`config.mk`:
```
export PLATFORM = sky130hd
export DESIGN_NAME = rmq_sqrt_cell
export DESIGN_NICKNAME = d
export VERILOG_FILES = /design/src/sv/rmq_sqrt_cell.sv
export SDC_FILE = /design/constraint.sdc
export NUM_CORES = 1
export LEC_CHECK = 0
export ABC_CLOCK_PERIOD_IN_PS = 6100
export BUFFER_PORTS_ARGS = -buffer_cell sky130_fd_sc_hd__clkbuf_2
export CORE_ASPECT_RATIO = 0.5
export CORE_MARGIN = 4
export CORE_UTILIZATION = 30
export CTS_CLUSTER_SIZE = 28
export DETAILED_ROUTE_END_ITERATION = 10
export PLACE_DENSITY = 0.66
export SLEW_MARGIN = 20
export SYNTH_ARGS = -nofsm -noshare
export SYNTH_HDL_FRONTEND = slang
export SYNTH_SLANG_ARGS = --single-unit
```
`constraint.sdc`:
```
create_clock -name clock -period 6.1 [get_ports clock]
set_input_delay 1.22 -clock clock [delete_from_list [all_inputs] [get_ports clock]]
set_output_delay 1.22 -clock clock [all_outputs]
set_load 0.05 [all_outputs]
```
`src/sv/rmq_sqrt_cell.sv`:
```
// One digit cell of the square root chain: resolves one root bit per beat.
module rmq_sqrt_cell #(
   parameter int VW     = 34,
   parameter int QW     = 17,
   parameter int SIDE_W = 8
) (
   input  logic              clock,
   input  logic              reset,
   input  logic              en,
   input  logic              in_valid,
   input  logic [VW-1:0]     in_val,
   input  logic [QW+1:0]     in_rem,
   input  logic [QW-1:0]     in_root,
   input  logic [SIDE_W-1:0] in_side,
   output logic              out_valid,
   output logic [VW-1:0]     out_val,
   output logic [QW+1:0]     out_rem,
   output logic [QW-1:0]     out_root,
   output logic [SIDE_W-1:0] out_side
);

   logic              valid_ff;
   logic [VW-1:0]     val_ff, val_in;
   logic [QW+1:0]     rem_ff, rem_in, rem2, trial;
   logic [QW-1:0]     root_ff, root_in;
   logic [SIDE_W-1:0] side_ff;
   logic              ge;

   always_comb begin
      rem2    = {in_rem[QW-1:0], in_val[VW-1:VW-2]};
      trial   = {in_root, 2'b01};
      ge      = (rem2 >= trial);
      rem_in  = ge ? (rem2 - trial) : rem2;
      root_in = {in_root[QW-2:0], ge};
      val_in  = {in_val[VW-3:0], 2'b00};
   end

   always_ff @(posedge clock) begin
      if (reset) begin
         valid_ff <= 1'b0;
      end else if (en) begin
         valid_ff <= in_valid;
      end
      if (en) begin
         val_ff  <= val_in;
         rem_ff  <= rem_in;
         root_ff <= root_in;
         side_ff <= in_side;
      end
   end

   assign out_valid = valid_ff;
   assign out_val   = val_ff;
   assign out_rem   = rem_ff;
   assign out_root  = root_ff;
   assign out_side  = side_ff;

endmodule

```
==> results.md <==
- PnR worst setup slack: 2.40 ns
- Worst Hold Class: flop to flop
- CTS buffer count: 9
- # H-tree levels: 3
- Clock Power Share: 32.6%
- Combinational Power Share: 26.5%
- Post-Syn Area: 0.00370 mm^2
- Router iterations before antenna repair: 4
- Main synth FF type: edfxtp_1
- Reg-to-reg endpoint: out_valid
- Ordered list of cells on the worst path: clkbuf_2 > inv_1 > ha_1 > nand4_1 > a2111oi_2 > a32oi_2 > a211oi_4 > buf_4 > mux2_2
- Setup TNS: 0 ns
- Global route overflow: 0
- Die width: 165 um
- Ant. Diodes: 0
- Net Sw Frac: 32.3%
- Drt total wl: 8610 um
- Nature of the critical path endpoint: flop
- First-pass GRT wire length: 13100 um
- Vias in the first global route: 2621
- Worst Min Path Start: out_valid
- Nets: 531
- Synth top area share: 61.6%
- # DRC: 0
- RSZ-0062 raised after global routing: false
- Maximum vdd drop: 127 uV
- CP delay by family, top: compound AO/OA/AOI/OAI gates
- Fmax: 270 MHz
- Final-layout fill cell count: 1143
- Period utilization: 60.7%
- CP Class: input pin to flop
- Nature of the critical path startpoint: input pin
- Min cycle time layout: 3.70 ns
- Placed Cells: 584
- CTS tree: done
- FF-to-FF setup slack: 5.51 ns
- LEAKAGE: 2.21 nW
- Yosys cell types: 48
- Status: complete, no violations
- Worst skew pair latency: 0.32 ns
- Die Area: 0.0143 mm^2
- Internal power: 1.08 mW
- Largest net degree at the start of global routing: 78
- Worst-margin pin slew: 0.976 ns
- GRT Total Usage: 11.9%
- Clock Pin Slew Worst Setup and Hold Paths: 0.06 ns
- Clock sinks: 77
- Die H: 86.6 um
- GP Congestion: 0.848
- # rows: 28
- Hold Path Stages: 2
- Slew Viols, Final: 0
- Max incr delay on CP: 0.60 ns
- Crit path required time: 6.18 ns
- CP max-delay cell: a211oi_4
- Setup bufs post-CTS: 0
- Hold slack: 0.507 ns
- Worst r2r src: out_valid
- Clk_skew: 0 ns
- Post-Place Setup Slack: 2.02 ns
- Worst R2R Path Depth: 2
- Core box area: 0.0119 mm^2
- Vias: 2666
- Clk buf depth: 2
- Synth warnings: 0
- Initial Util: 31.0%
- Resized cells post-CTS: 0
- Max-slew headroom: 34.9%
- Critical path arrival: 3.78 ns
- Area leader, netlist: edfxtp_1
- Fin. Hold Viols: 0
- Synth area leaders: edfxtp_1 (62%), ha_1 (6.4%), mux2_4 (4.5%)
- Syn Area/Cell: 13.9 um^2
- IO buf count: 156
- #FFs+latches synth: 77
- Clock root buffer: clkbuf_16
- Power Density: 323 mW/mm^2
- Hold endpoint: out_valid
- DRT antenna net count: 0
- Sequential share of power: 40.9%
- Post-synthesis sequential area ratio: 62.2%
- Final instance count without filler cells: 600
- Number of DRC markers in iteration 0: 115
- Area grow syn2layout: 33.5%
- Share of layout cells above drive strength 1: 43.7%
- Hold buffer count at CTS: 0
- Wire length per cell: 14.4 um
- Max-cap viol count: 0
- Initial antenna violation count: 0
- Post-synth EDFFs: 76
- Crit-path max FO: 15
- DPL Wire Length: 6720 um
- Routed vias/inst: 4.44
- Syn Inst Count: 267
- Ys async rst share: 0%
- Final Setup Violations: 0
- IO Pins: 161
- P_sw: 516 uW
- WP buf/inv: 3
[routing by layer]
metal | vias to the layer above | routed length [um] | global-route usage (%)
met4 | 0 | 91 | 3.17
met5 | - | 0 | 0
met1 | 1255 | 3500 | 13.6
met2 | 77 | 4310 | 20.6
li1 | 1325 | - | -
met3 | 9 | 711 | 5.08
[registers in the layout (all words and copies together) (netlist names)]
signal	count
out_side	8
out_rem	19
out_valid	1
out_root	17
out_val	32
[final cells by class]
cell class	count	area [um^2]	share of cell area [%]
multi-input combinational	162	1270	25.6
sequential	77	2300	46.5
inverter	23	86.3	1.75
timing repair buffer	157	791	16.0
clock inverter	6	63.8	1.29
tap	165	206	4.17
clock buffer	10	229	4.63
[power by group through the flow]
stage	clock network [mW]	registers (mW)	logic [mW]
6_report	0.521	0.655	0.424
5_1_grt	0.564	0.659	0.452
4_1_cts	0.538	0.656	0.427
3_5_place_dp	0	0.667	0.426
3_3_place_gp	0	0.665	0.421
2_1_floorplan	0	0.842	0.142
[stage by stage]
step	power (mW)	instance area (um^2)	util [%]
2_1_floorplan	0.985	3710	-
3_3_place_gp	1.09	4650	39.0
3_5_place_dp	1.09	4650	39.0
4_1_cts	1.62	4950	41.4
5_1_grt	1.68	4950	41.4
6_report	1.60	4950	41.4
[tightest hold or removal path, stage by stage (launching register included)]
cell     delay, ns
dfxtp_1       0.33
mux2i_1       0.07
nor2_1        0.07
[logic make-up (layout without fill, tap and decap cells)]
logic type	Yosys count	count (layout)	synth area share, %
mux	16	16	5.91
compound gates	57	57	11.3
xor+xnor	15	15	3.55
other cells	1	2	0.101
buf+inv	29	196	3.72
flops	77	77	62.2
simple gates	53	53	6.82
fa+ha+maj	19	19	6.42
[how the worst max path moves through the flow]
stage	start	to	slack, ns	cells past startpoint
finish	in_root[12]	out_rem[3]	2.40	9
floorplan	in_root[7]	out_rem[10]	2.76	9
detailed placement	in_root[12]	out_rem[3]	2.02	9
CTS	in_root[12]	out_rem[3]	2.38	9
global route	in_root[12]	out_rem[3]	2.22	9
global placement	in_root[12]	out_rem[3]	2.07	9
[layout by cell type, fill, tap and decap left out, types with 6 or more instances in the layout]
| master | Yosys | final |
|---|---|---|
| nand2_1 | 13 | 13 |
| a21oi_1 | 16 | 16 |
| ha_1 | 19 | 19 |
| mux2_4 | 11 | 11 |
| o211ai_1 | 6 | 6 |
| nand2b_1 | 6 | 6 |
| a21o_1 | 6 | 6 |
| clkbuf_2 | 0 | 155 |
| clkbuf_16 | 0 | 9 |
| o21ai_0 | 6 | 6 |
| nor2_1 | 18 | 18 |
| edfxtp_1 | 76 | 76 |
| xnor2_1 | 11 | 11 |
| inv_1 | 23 | 23 |
[synth_stat cells (3+ instances only)]
cell / instances
edfxtp_1: 76
inv_1: 23
ha_1: 19
nor2_1: 18
a21oi_1: 16
nand2_1: 13
mux2_4: 11
xnor2_1: 11
a21o_1: 6
nand2b_1: 6
o211ai_1: 6
o21ai_0: 6
nand4_1: 4
nor2b_1: 4
xor2_1: 4
mux2_2: 3
Note: power is estimated with default switching activity, not from simulation.
