## src/sv/rmq_div_cell.sv

```systemverilog
// One restoring division cell: one quotient bit per beat for three lanes sharing a divisor.
module rmq_div_cell #(
   parameter int DW     = 32,
   parameter int SW     = 18,
   parameter int SIDE_W = 8
) (
   input  logic                clock,
   input  logic                reset,
   input  logic                en,
   input  logic                in_valid,
   input  logic [SW-1:0]       in_s,
   input  logic [2:0][DW-1:0]  in_dvd,
   input  logic [2:0][SW-1:0]  in_rem,
   input  logic [2:0][DW-1:0]  in_quo,
   input  logic [SIDE_W-1:0]   in_side,
   output logic                out_valid,
   output logic [SW-1:0]       out_s,
   output logic [2:0][DW-1:0]  out_dvd,
   output logic [2:0][SW-1:0]  out_rem,
   output logic [2:0][DW-1:0]  out_quo,
   output logic [SIDE_W-1:0]   out_side
);

   logic               valid_ff;
   logic [SW-1:0]      s_ff;
   logic [2:0][DW-1:0] dvd_ff, dvd_in, quo_ff, quo_in;
   logic [2:0][SW-1:0] rem_ff, rem_in;
   logic [SIDE_W-1:0]  side_ff;
   logic [SW:0]        rem2 [0:2];
   logic [SW:0]        rem2_sub [0:2];

   always_comb begin
      for (int k = 0; k < 3; k++) begin
         rem2[k]     = {in_rem[k], in_dvd[k][DW-1]};
         rem2_sub[k] = rem2[k] - {1'b0, in_s};
         if (rem2[k] >= {1'b0, in_s}) begin
            rem_in[k] = rem2_sub[k][SW-1:0];
            quo_in[k] = {in_quo[k][DW-2:0], 1'b1};
         end else begin
            rem_in[k] = rem2[k][SW-1:0];
            quo_in[k] = {in_quo[k][DW-2:0], 1'b0};
         end
         dvd_in[k] = {in_dvd[k][DW-2:0], 1'b0};
      end
   end

   always_ff @(posedge clock) begin
      if (reset) begin
         valid_ff <= 1'b0;
      end else if (en) begin
         valid_ff <= in_valid;
      end
      if (en) begin
         s_ff    <= in_s;
         dvd_ff  <= dvd_in;
         rem_ff  <= rem_in;
         quo_ff  <= quo_in;
         side_ff <= in_side;
      end
   end

   assign out_valid = valid_ff;
   assign out_s     = s_ff;
   assign out_dvd   = dvd_ff;
   assign out_rem   = rem_ff;
   assign out_quo   = quo_ff;
   assign out_side  = side_ff;

endmodule
```

## config.mk

```make
export PLATFORM = sky130hd
export DESIGN_NAME = rmq_div_cell
export DESIGN_NICKNAME = d
export VERILOG_FILES = /design/src/sv/rmq_div_cell.sv
export SDC_FILE = /design/constraint.sdc
export NUM_CORES = 1
export LEC_CHECK = 0
export BUFFER_PORTS_ARGS = -buffer_cell sky130_fd_sc_hd__clkbuf_2
export CAP_MARGIN = 20
export CORE_AREA = 4 4 210 212
export DETAILED_ROUTE_END_ITERATION = 8
export DIE_AREA = 0 0 214 216
export GPL_TIMING_DRIVEN = 0
export HOLD_SLACK_MARGIN = 0.02
export PLACE_DENSITY = 0.6
export SKIP_CTS_REPAIR_TIMING = 1
export SYNTH_ARGS = -nofsm -noshare
export SYNTH_HDL_FRONTEND = slang
export SYNTH_SLANG_ARGS = --single-unit
```

## constraint.sdc

```tcl
create_clock -name clock -period 3.6 [get_ports clock]
set_clock_uncertainty 0.05 [all_clocks]
set_input_delay 0.18 -clock clock [delete_from_list [all_inputs] [get_ports clock]]
set_output_delay 0.18 -clock clock [all_outputs]
set_load 0.01 [all_outputs]
```

==> results by group, run 1 <==
Power and ir drop
  – VDD IR-drop max: 0.000313 V
  – Sequential Power Share: 43.6%
  – Sw frac: 26.9%
  – Pleak: 0.00829 uW
  – Combinational Power Share: between 10% and 20%
  – Sw Pwr: about 2400 uW
  – Clock Power Share: 36.6%
  – Pwr dens: 472 nW/um2
  – Int Pwr: 6550 uW

Placed design
  – Setup WS pre-CTS: 0.331 ns
  – Cell area after placement: 15200 um2
  – Port bufs: approximately 540
  – RD Place Congestion: between 0.9 and 1
  – Post-DP HPWL: 38800 um

Worst hold path
  – WHS Path Cells: 3
  – Hold EP: out_rem[16]
  – Hold/Removal Path Class: primary input to register
  – Hold_sp: in_rem[15]

Run status
  – Status: completed

Synthesis
  – Yosys top cell area share: 68.5%
  – Synth Flop Type: edfxtp_1
  – Netlist cell types: 65
  – Async set or reset register ratio after synthesis: 0%
  – Warnings, synthesis: 0
  – Mapped Avg Cell Area: 15.4 um2
  – Area contributors post-synth: edfxtp_1 (69%), ha_1 (5.7%), mux2_2 (3.2%)
  – Post-synthesis sequential area ratio: 68.7%
  – Synthesized area: 11800 um2
  – EDFF count, synth: around 270
  – Syn Inst Count: 767
  – #FFs+latches synth: 270
  – Area leader, netlist: edfxtp_1

Floorplan
  – Die Ht: 216 um
  – CORE AREA: 41900 um2
  – Starting density of the core: 28.1%
  – IO Count: 549
  – Row cnt: 75
  – Die W: ~210 um
  – Die area: 46200 um2

Final layout
  – Leading cell type in the layout, fill and taps excluded: clkbuf_2
  – Fraction of layout cells with a size suffix above 1: 40.4%
  – Most frequent cells in the layout: clkbuf_2 (542), edfxtp_1 (269), dlygate4sd3_1 (265), ha_1 (54), a21oi_1 (40)
  – Area growth from synthesis to layout: 60.9%
  – Final #Nets: 1947
  – Finished Cell Area: ~19000 um2

Clocking
  – CTS Buffer Depth: 3
  – Clk sinks: 270
  – Clock Latency Late Sink: slightly above 0.5 ns
  – Clock Tree Root: clkbuf_16
  – H-tree depth: 2
  – TritonCTS clock tree: yes
  – CTS Buf Count: 34
  – Reg clk slew, reported paths: ~0.060 ns

Worst setup path
  – Critical path arrival: 3.45 ns
  – Slowest-stage cell, CP: a311oi_2
  – Cells along the critical path: dlygate4sd3_1 -> clkbuf_2 -> inv_1 -> ha_1 -> a21oi_1 -> o211ai_1 -> a311oi_2 -> and2_4 -> buf_12 -> buf_12 -> mux2_4
  – Worst reg2reg path depth: 3
  – Element type at the critical path start: primary input
  – Crit path max fanout: 10
  – Max stage delay on crit path: 0.79 ns
  – Crit path kind: primary input to register
  – Minimum setup slack among reg-to-reg paths: 2.42 ns
  – Most used cell, CP: buf_12
  – Required time of the critical path: 3.81 ns
  – Crit. End Element: register
  – Worst reg2reg endpoint: out_valid
  – R2r startpoint: out_valid

Global route
  – Largest net degree at the start of global routing: 112
  – Vias in the first global route: 9083
  – Initial antenna violation count: 12
  – First-pass GRT wire length: between 60000 and 70000 um
  – Grt total ovfl: 0
  – Overall routing resource usage: roughly a fifth

Job
  – Max-cap violation count: 0

Timing
  – Final Critical Period: 3.24 ns
  – Maximum clock frequency: approximately 310 MHz
  – Unrepaired setup endpoints after global routing: no
  – Slew HR: between 40% and 50%
  – Least-Margin Pin Slew: approximately 0.86 ns
  – Final hold vios: 0
  – Fin crit share: 90.0%
  – Setup ws final: between 0.3 and 0.4 ns
  – Max Transition Viols Final: 0
  – Finish-stage setup viols: 0

Drt
  – Antenna-violating nets left: 0
  – Met3 WL: 3960 um
  – DRC viols: 0
  – Metal2 WL: 25700 um
  – Drt total wl: 50200 um
  – 1st-pass router iterations: 5
  – Via/cell ratio: roughly 4.7
  – Per-cell routed wire length: 23.0 um
  – Highest routed layer: met5
  – Metal1 wirelength: 18800 um
  – Starting DRT DRC Count: between 600 and 700
  – Via count: 10100
==> worst max path at each step <==
stage	from	end	slack, ns	cells past startpoint
after CTS	in_s[16]	out_rem[12]	0.93	10
after global placement	en	out_valid	-2.25	3
after floorplan	in_s[5]	out_rem[11]	1.12	10
after detailed placement	in_s[16]	out_rem[12]	0.33	10
final	in_s[16]	out_rem[12]	0.36	11
after global routing	in_s[14]	out_rem[12]	0.25	11
==> logic make-up after synthesis <==
family | Yosys count | share of synthesized area (%)
other | 1 | 0.0318
and+or+nand+nor | 147 | 6.32
buffers and inverters | 55 | 2.38
adders and majority gates | 57 | 6.24
DFF | 270 | 68.7
muxes | 45 | 4.47
AOI/OAI and AO/OA | 156 | 9.21
xor gates and xnor gates | 36 | 2.67
==> per-layer routing <==
layer,up-vias,track usage [%]
li1,4665,-
met1,4911,21.7
met2,463,35.3
met3,91,8.40
met4,16,4.99
met5,-,0
==> synth_stat cells (4+ instances only) <==
cell,number
clkbuf_1,4
xor2_1,20
xnor2_1,16
a21oi_1,40
mux2_2,33
nor2_1,31
mux2_4,7
nand3b_1,5
inv_1,37
edfxtp_1,269
o211ai_1,8
a21o_1,19
nand3_1,23
nor3_1,9
and2_1,4
nand2b_1,6
o31ai_1,9
o21a_1,11
ha_1,54
a211oi_1,7
nand4_1,10
mux2i_1,5
nand2_1,36
a31oi_1,7
o21ai_0,21
buf_2,5
o21bai_1,4
==> registers in the layout (all words and copies together), names as in the netlist <==
| signal | count |
|---|---|
| out_side | 8 |
| out_quo | 96 |
| out_valid | 1 |
| out_rem | 54 |
| out_dvd | 93 |
| out_s | 18 |
==> through the flow <==
step                      hold WS [ns]  std cells  utilization (%)  power, uW  TNS [ns]
final                           0.0490       2181             45.2       8960         0
after global routing            0.0383       2178             45.2       9370         0
after CTS                       -0.282       1912             38.9       8830         0
after detailed placement         0.293       1852             36.4       5490         0
after global placement           0.297       1850             36.2       5500   -573.70
after floorplan                  0.202        769                -       4710         0
==> layout make-up <==
cell class / instances / area (um2)
antenna: 4 / 10.0
clock inverter: 22 / 169
sequential: 270 / 8100
fill: 3823 / 23000
clock buffer: 38 / 887
timing repair buffer: 809 / 5430
buffer: 18 / 141
multi-input combinational: 444 / 3420
inverter: 37 / 139
tap: 539 / 674
==> worst max-delay path: cells and delay by family <==
kind / cells / cell delay (ns)
buffers and inverters: 5 / 1.04
AOI/OAI and AO/OA: 3 / 1.26
and+or+nand+nor: 1 / 0.28
adders and majority gates: 1 / 0.37
muxes: 1 / 0.31
==> power groups by stage <==
stage	sequential [uW]	clock (uW)	combinational (uW)
after global routing	3930	3520	1910
after detailed placement	3970	0	1520
final	3910	3280	1770
after floorplan	4120	0	583
after global placement	4000	0	1510
after CTS	3910	3390	1540
No activity file was read; power rests on OpenSTA's default activity.
==> inputs of run 2 (changes only) <==
- CTS_BUF_LIST: not set -> sky130_fd_sc_hd__clkbuf_16
==> run 2 against run 1 <==
Net effect:
- flip-flop and latch count did not move
- critical path depth did not move
- global-route usage did not move
- via count fell by 0.46%
- critical path type unchanged
- critical endpoint unchanged
- highest routed layer unchanged
==> results by group, run 2 (synthesized netlist as in run 1, its figures left out) <==
Worst setup path
  – Required time of the critical path: 3.81 ns
  – Crit. End Element: register
  – Minimum setup slack among reg-to-reg paths: 2.42 ns
  – Critical path arrival: 3.45 ns
  – Crit path kind: primary input to register
  – Worst reg2reg path depth: 3
  – Worst reg2reg endpoint: out_valid
  – Crit path max fanout: 10
  – R2r startpoint: out_valid
  – Element type at the critical path start: primary input

Global route
  – Overall routing resource usage: between 15 and 20%
  – Initial antenna violation count: 12
  – Largest net degree at the start of global routing: 112
  – First-pass GRT wire length: 66400 um
  – Vias in the first global route: approximately 9000
  – Grt total ovfl: 0

Worst hold path
  – Hold/Removal Path Class: primary input to register
  – WHS Path Cells: 3
  – Hold_sp: in_rem[15]
  – Hold EP: out_rem[16]

Placed design
  – Placed Cells: 1852
  – Cell area after placement: 15200 um2
  – Post-DP HPWL: around 39000 um
  – RD Place Congestion: 0.923
  – Port bufs: ~540

Drt
  – Starting DRT DRC Count: approximately 660
  – Antenna-violating nets left: 0
  – 1st-pass router iterations: 6
  – Drt total wl: 50100 um
  – Via/cell ratio: ~4.6
  – DRC viols: 0
  – Via count: 10100
  – Per-cell routed wire length: roughly 23 um

Clocking
  – Clock Tree Root: clkbuf_16
  – Clock Latency Late Sink: 0.51 ns
  – TritonCTS clock tree: yes
  – H-tree depth: 2
  – CTS Buffer Depth: 3
  – Clk sinks: 270
  – Reg clk slew, reported paths: 0.06 ns
  – CTS Buf Count: 34

Final layout
  – Area growth from synthesis to layout: 60.9%
  – Filler instances: 3823
  – Fraction of layout cells with a size suffix above 1: 40.4%
  – Final #Nets: 1947
  – Final core utilization: a little under half
  – Max FFs per register: 96
  – Count of non-filler cells in the finished layout: 2181
  – Finished Cell Area: 19000 um2
  – Leading cell type in the layout, fill and taps excluded: clkbuf_2
  – Most frequent cells in the layout: clkbuf_2 (542), edfxtp_1 (269), dlygate4sd3_1 (265), ha_1 (54)

Timing
  – Slew HR: between 40 and 50%
  – Hold_ws: a little under 0.05 ns
  – Least-Margin Pin Slew: 0.862 ns
  – Final TNS setup: 0 ns
  – Max Transition Viols Final: 0
  – Fin crit share: 90.0%
  – Final hold vios: 0
  – Final Critical Period: 3.24 ns
  – Finish-stage setup viols: 0
  – Unrepaired setup endpoints after global routing: no
  – Maximum clock frequency: between 300 and 400 MHz

Floorplan
  – IO Count: about 550
  – Die W: between 200 and 250 um
  – CORE AREA: roughly 42000 um2
  – Die area: about 46000 um2
  – Die Ht: 216 um
  – Row cnt: 75
  – Starting density of the core: 28.1%

Power and ir drop
  – Pleak: 0.00830 uW
  – VDD IR-drop max: 0.000314 V
  – Pwr dens: 472 nW/um2

Job
  – Max-cap violation count: 0

Run status
  – Status: completed
[run 2: cell types whose count changed in the layout (fill, tap and decap cells not counted)]
cell	change
clkbuf_1	-3
inv_1	+3
[run 2: worst max path at each step]
stage	start	endpoint	slack [ns]	depth (start not counted)
after floorplan	in_s[5]	out_rem[11]	1.12	10
after global placement	en	out_valid	-2.25	3
after detailed placement	in_s[16]	out_rem[12]	0.33	10
after CTS	in_s[16]	out_rem[12]	0.93	10
after global routing	in_s[14]	out_rem[12]	0.25	11
final	in_s[16]	out_rem[12]	0.36	11
[run 2: cell type report]
type	count	area, um2	area share [%]
clock buffer	35	876	4.62
tap	539	674	3.56
timing repair buffer	809	5430	28.6
inverter	37	139	0.732
multi-input combinational	444	3420	18.0
antenna	4	10.0	0.0528
buffer	18	141	0.745
sequential	270	8100	42.7
clock inverter	25	180	0.950
[run 2: worst max-delay path, stage by stage]
cell	delay [ns]
dlygate4sd3_1	0.54
clkbuf_2	0.13
inv_1	0.10
ha_1	0.37
a21oi_1	0.29
o211ai_1	0.18
a311oi_2	0.78
and2_4	0.28
buf_12	0.13
buf_12	0.14
mux2_4	0.31
[run 2: metrics by stage]
step	total power [uW]	worst slack (ns)
detailed placement	5490	0.331
global route	9360	0.247
global placement	5500	-2.25
finish	8950	0.362
floorplan	4710	1.12
CTS	8820	0.928
[run 2: per-layer routing]
metal	global-route usage [%]	routed length, um	vias up
li1	-	-	4665
met1	21.7	18700	4873
met2	35.3	25700	457
met3	8.40	3960	88
met4	4.99	1580	16
met5	0	97	-
[run 2: power by group]
| group | internal (uW) | switching, uW |
|---|---|---|
| clock | 1910 | 1360 |
| combinational | 814 | 960 |
| sequential | 3820 | 88.5 |
| total | 6540 | 2410 |
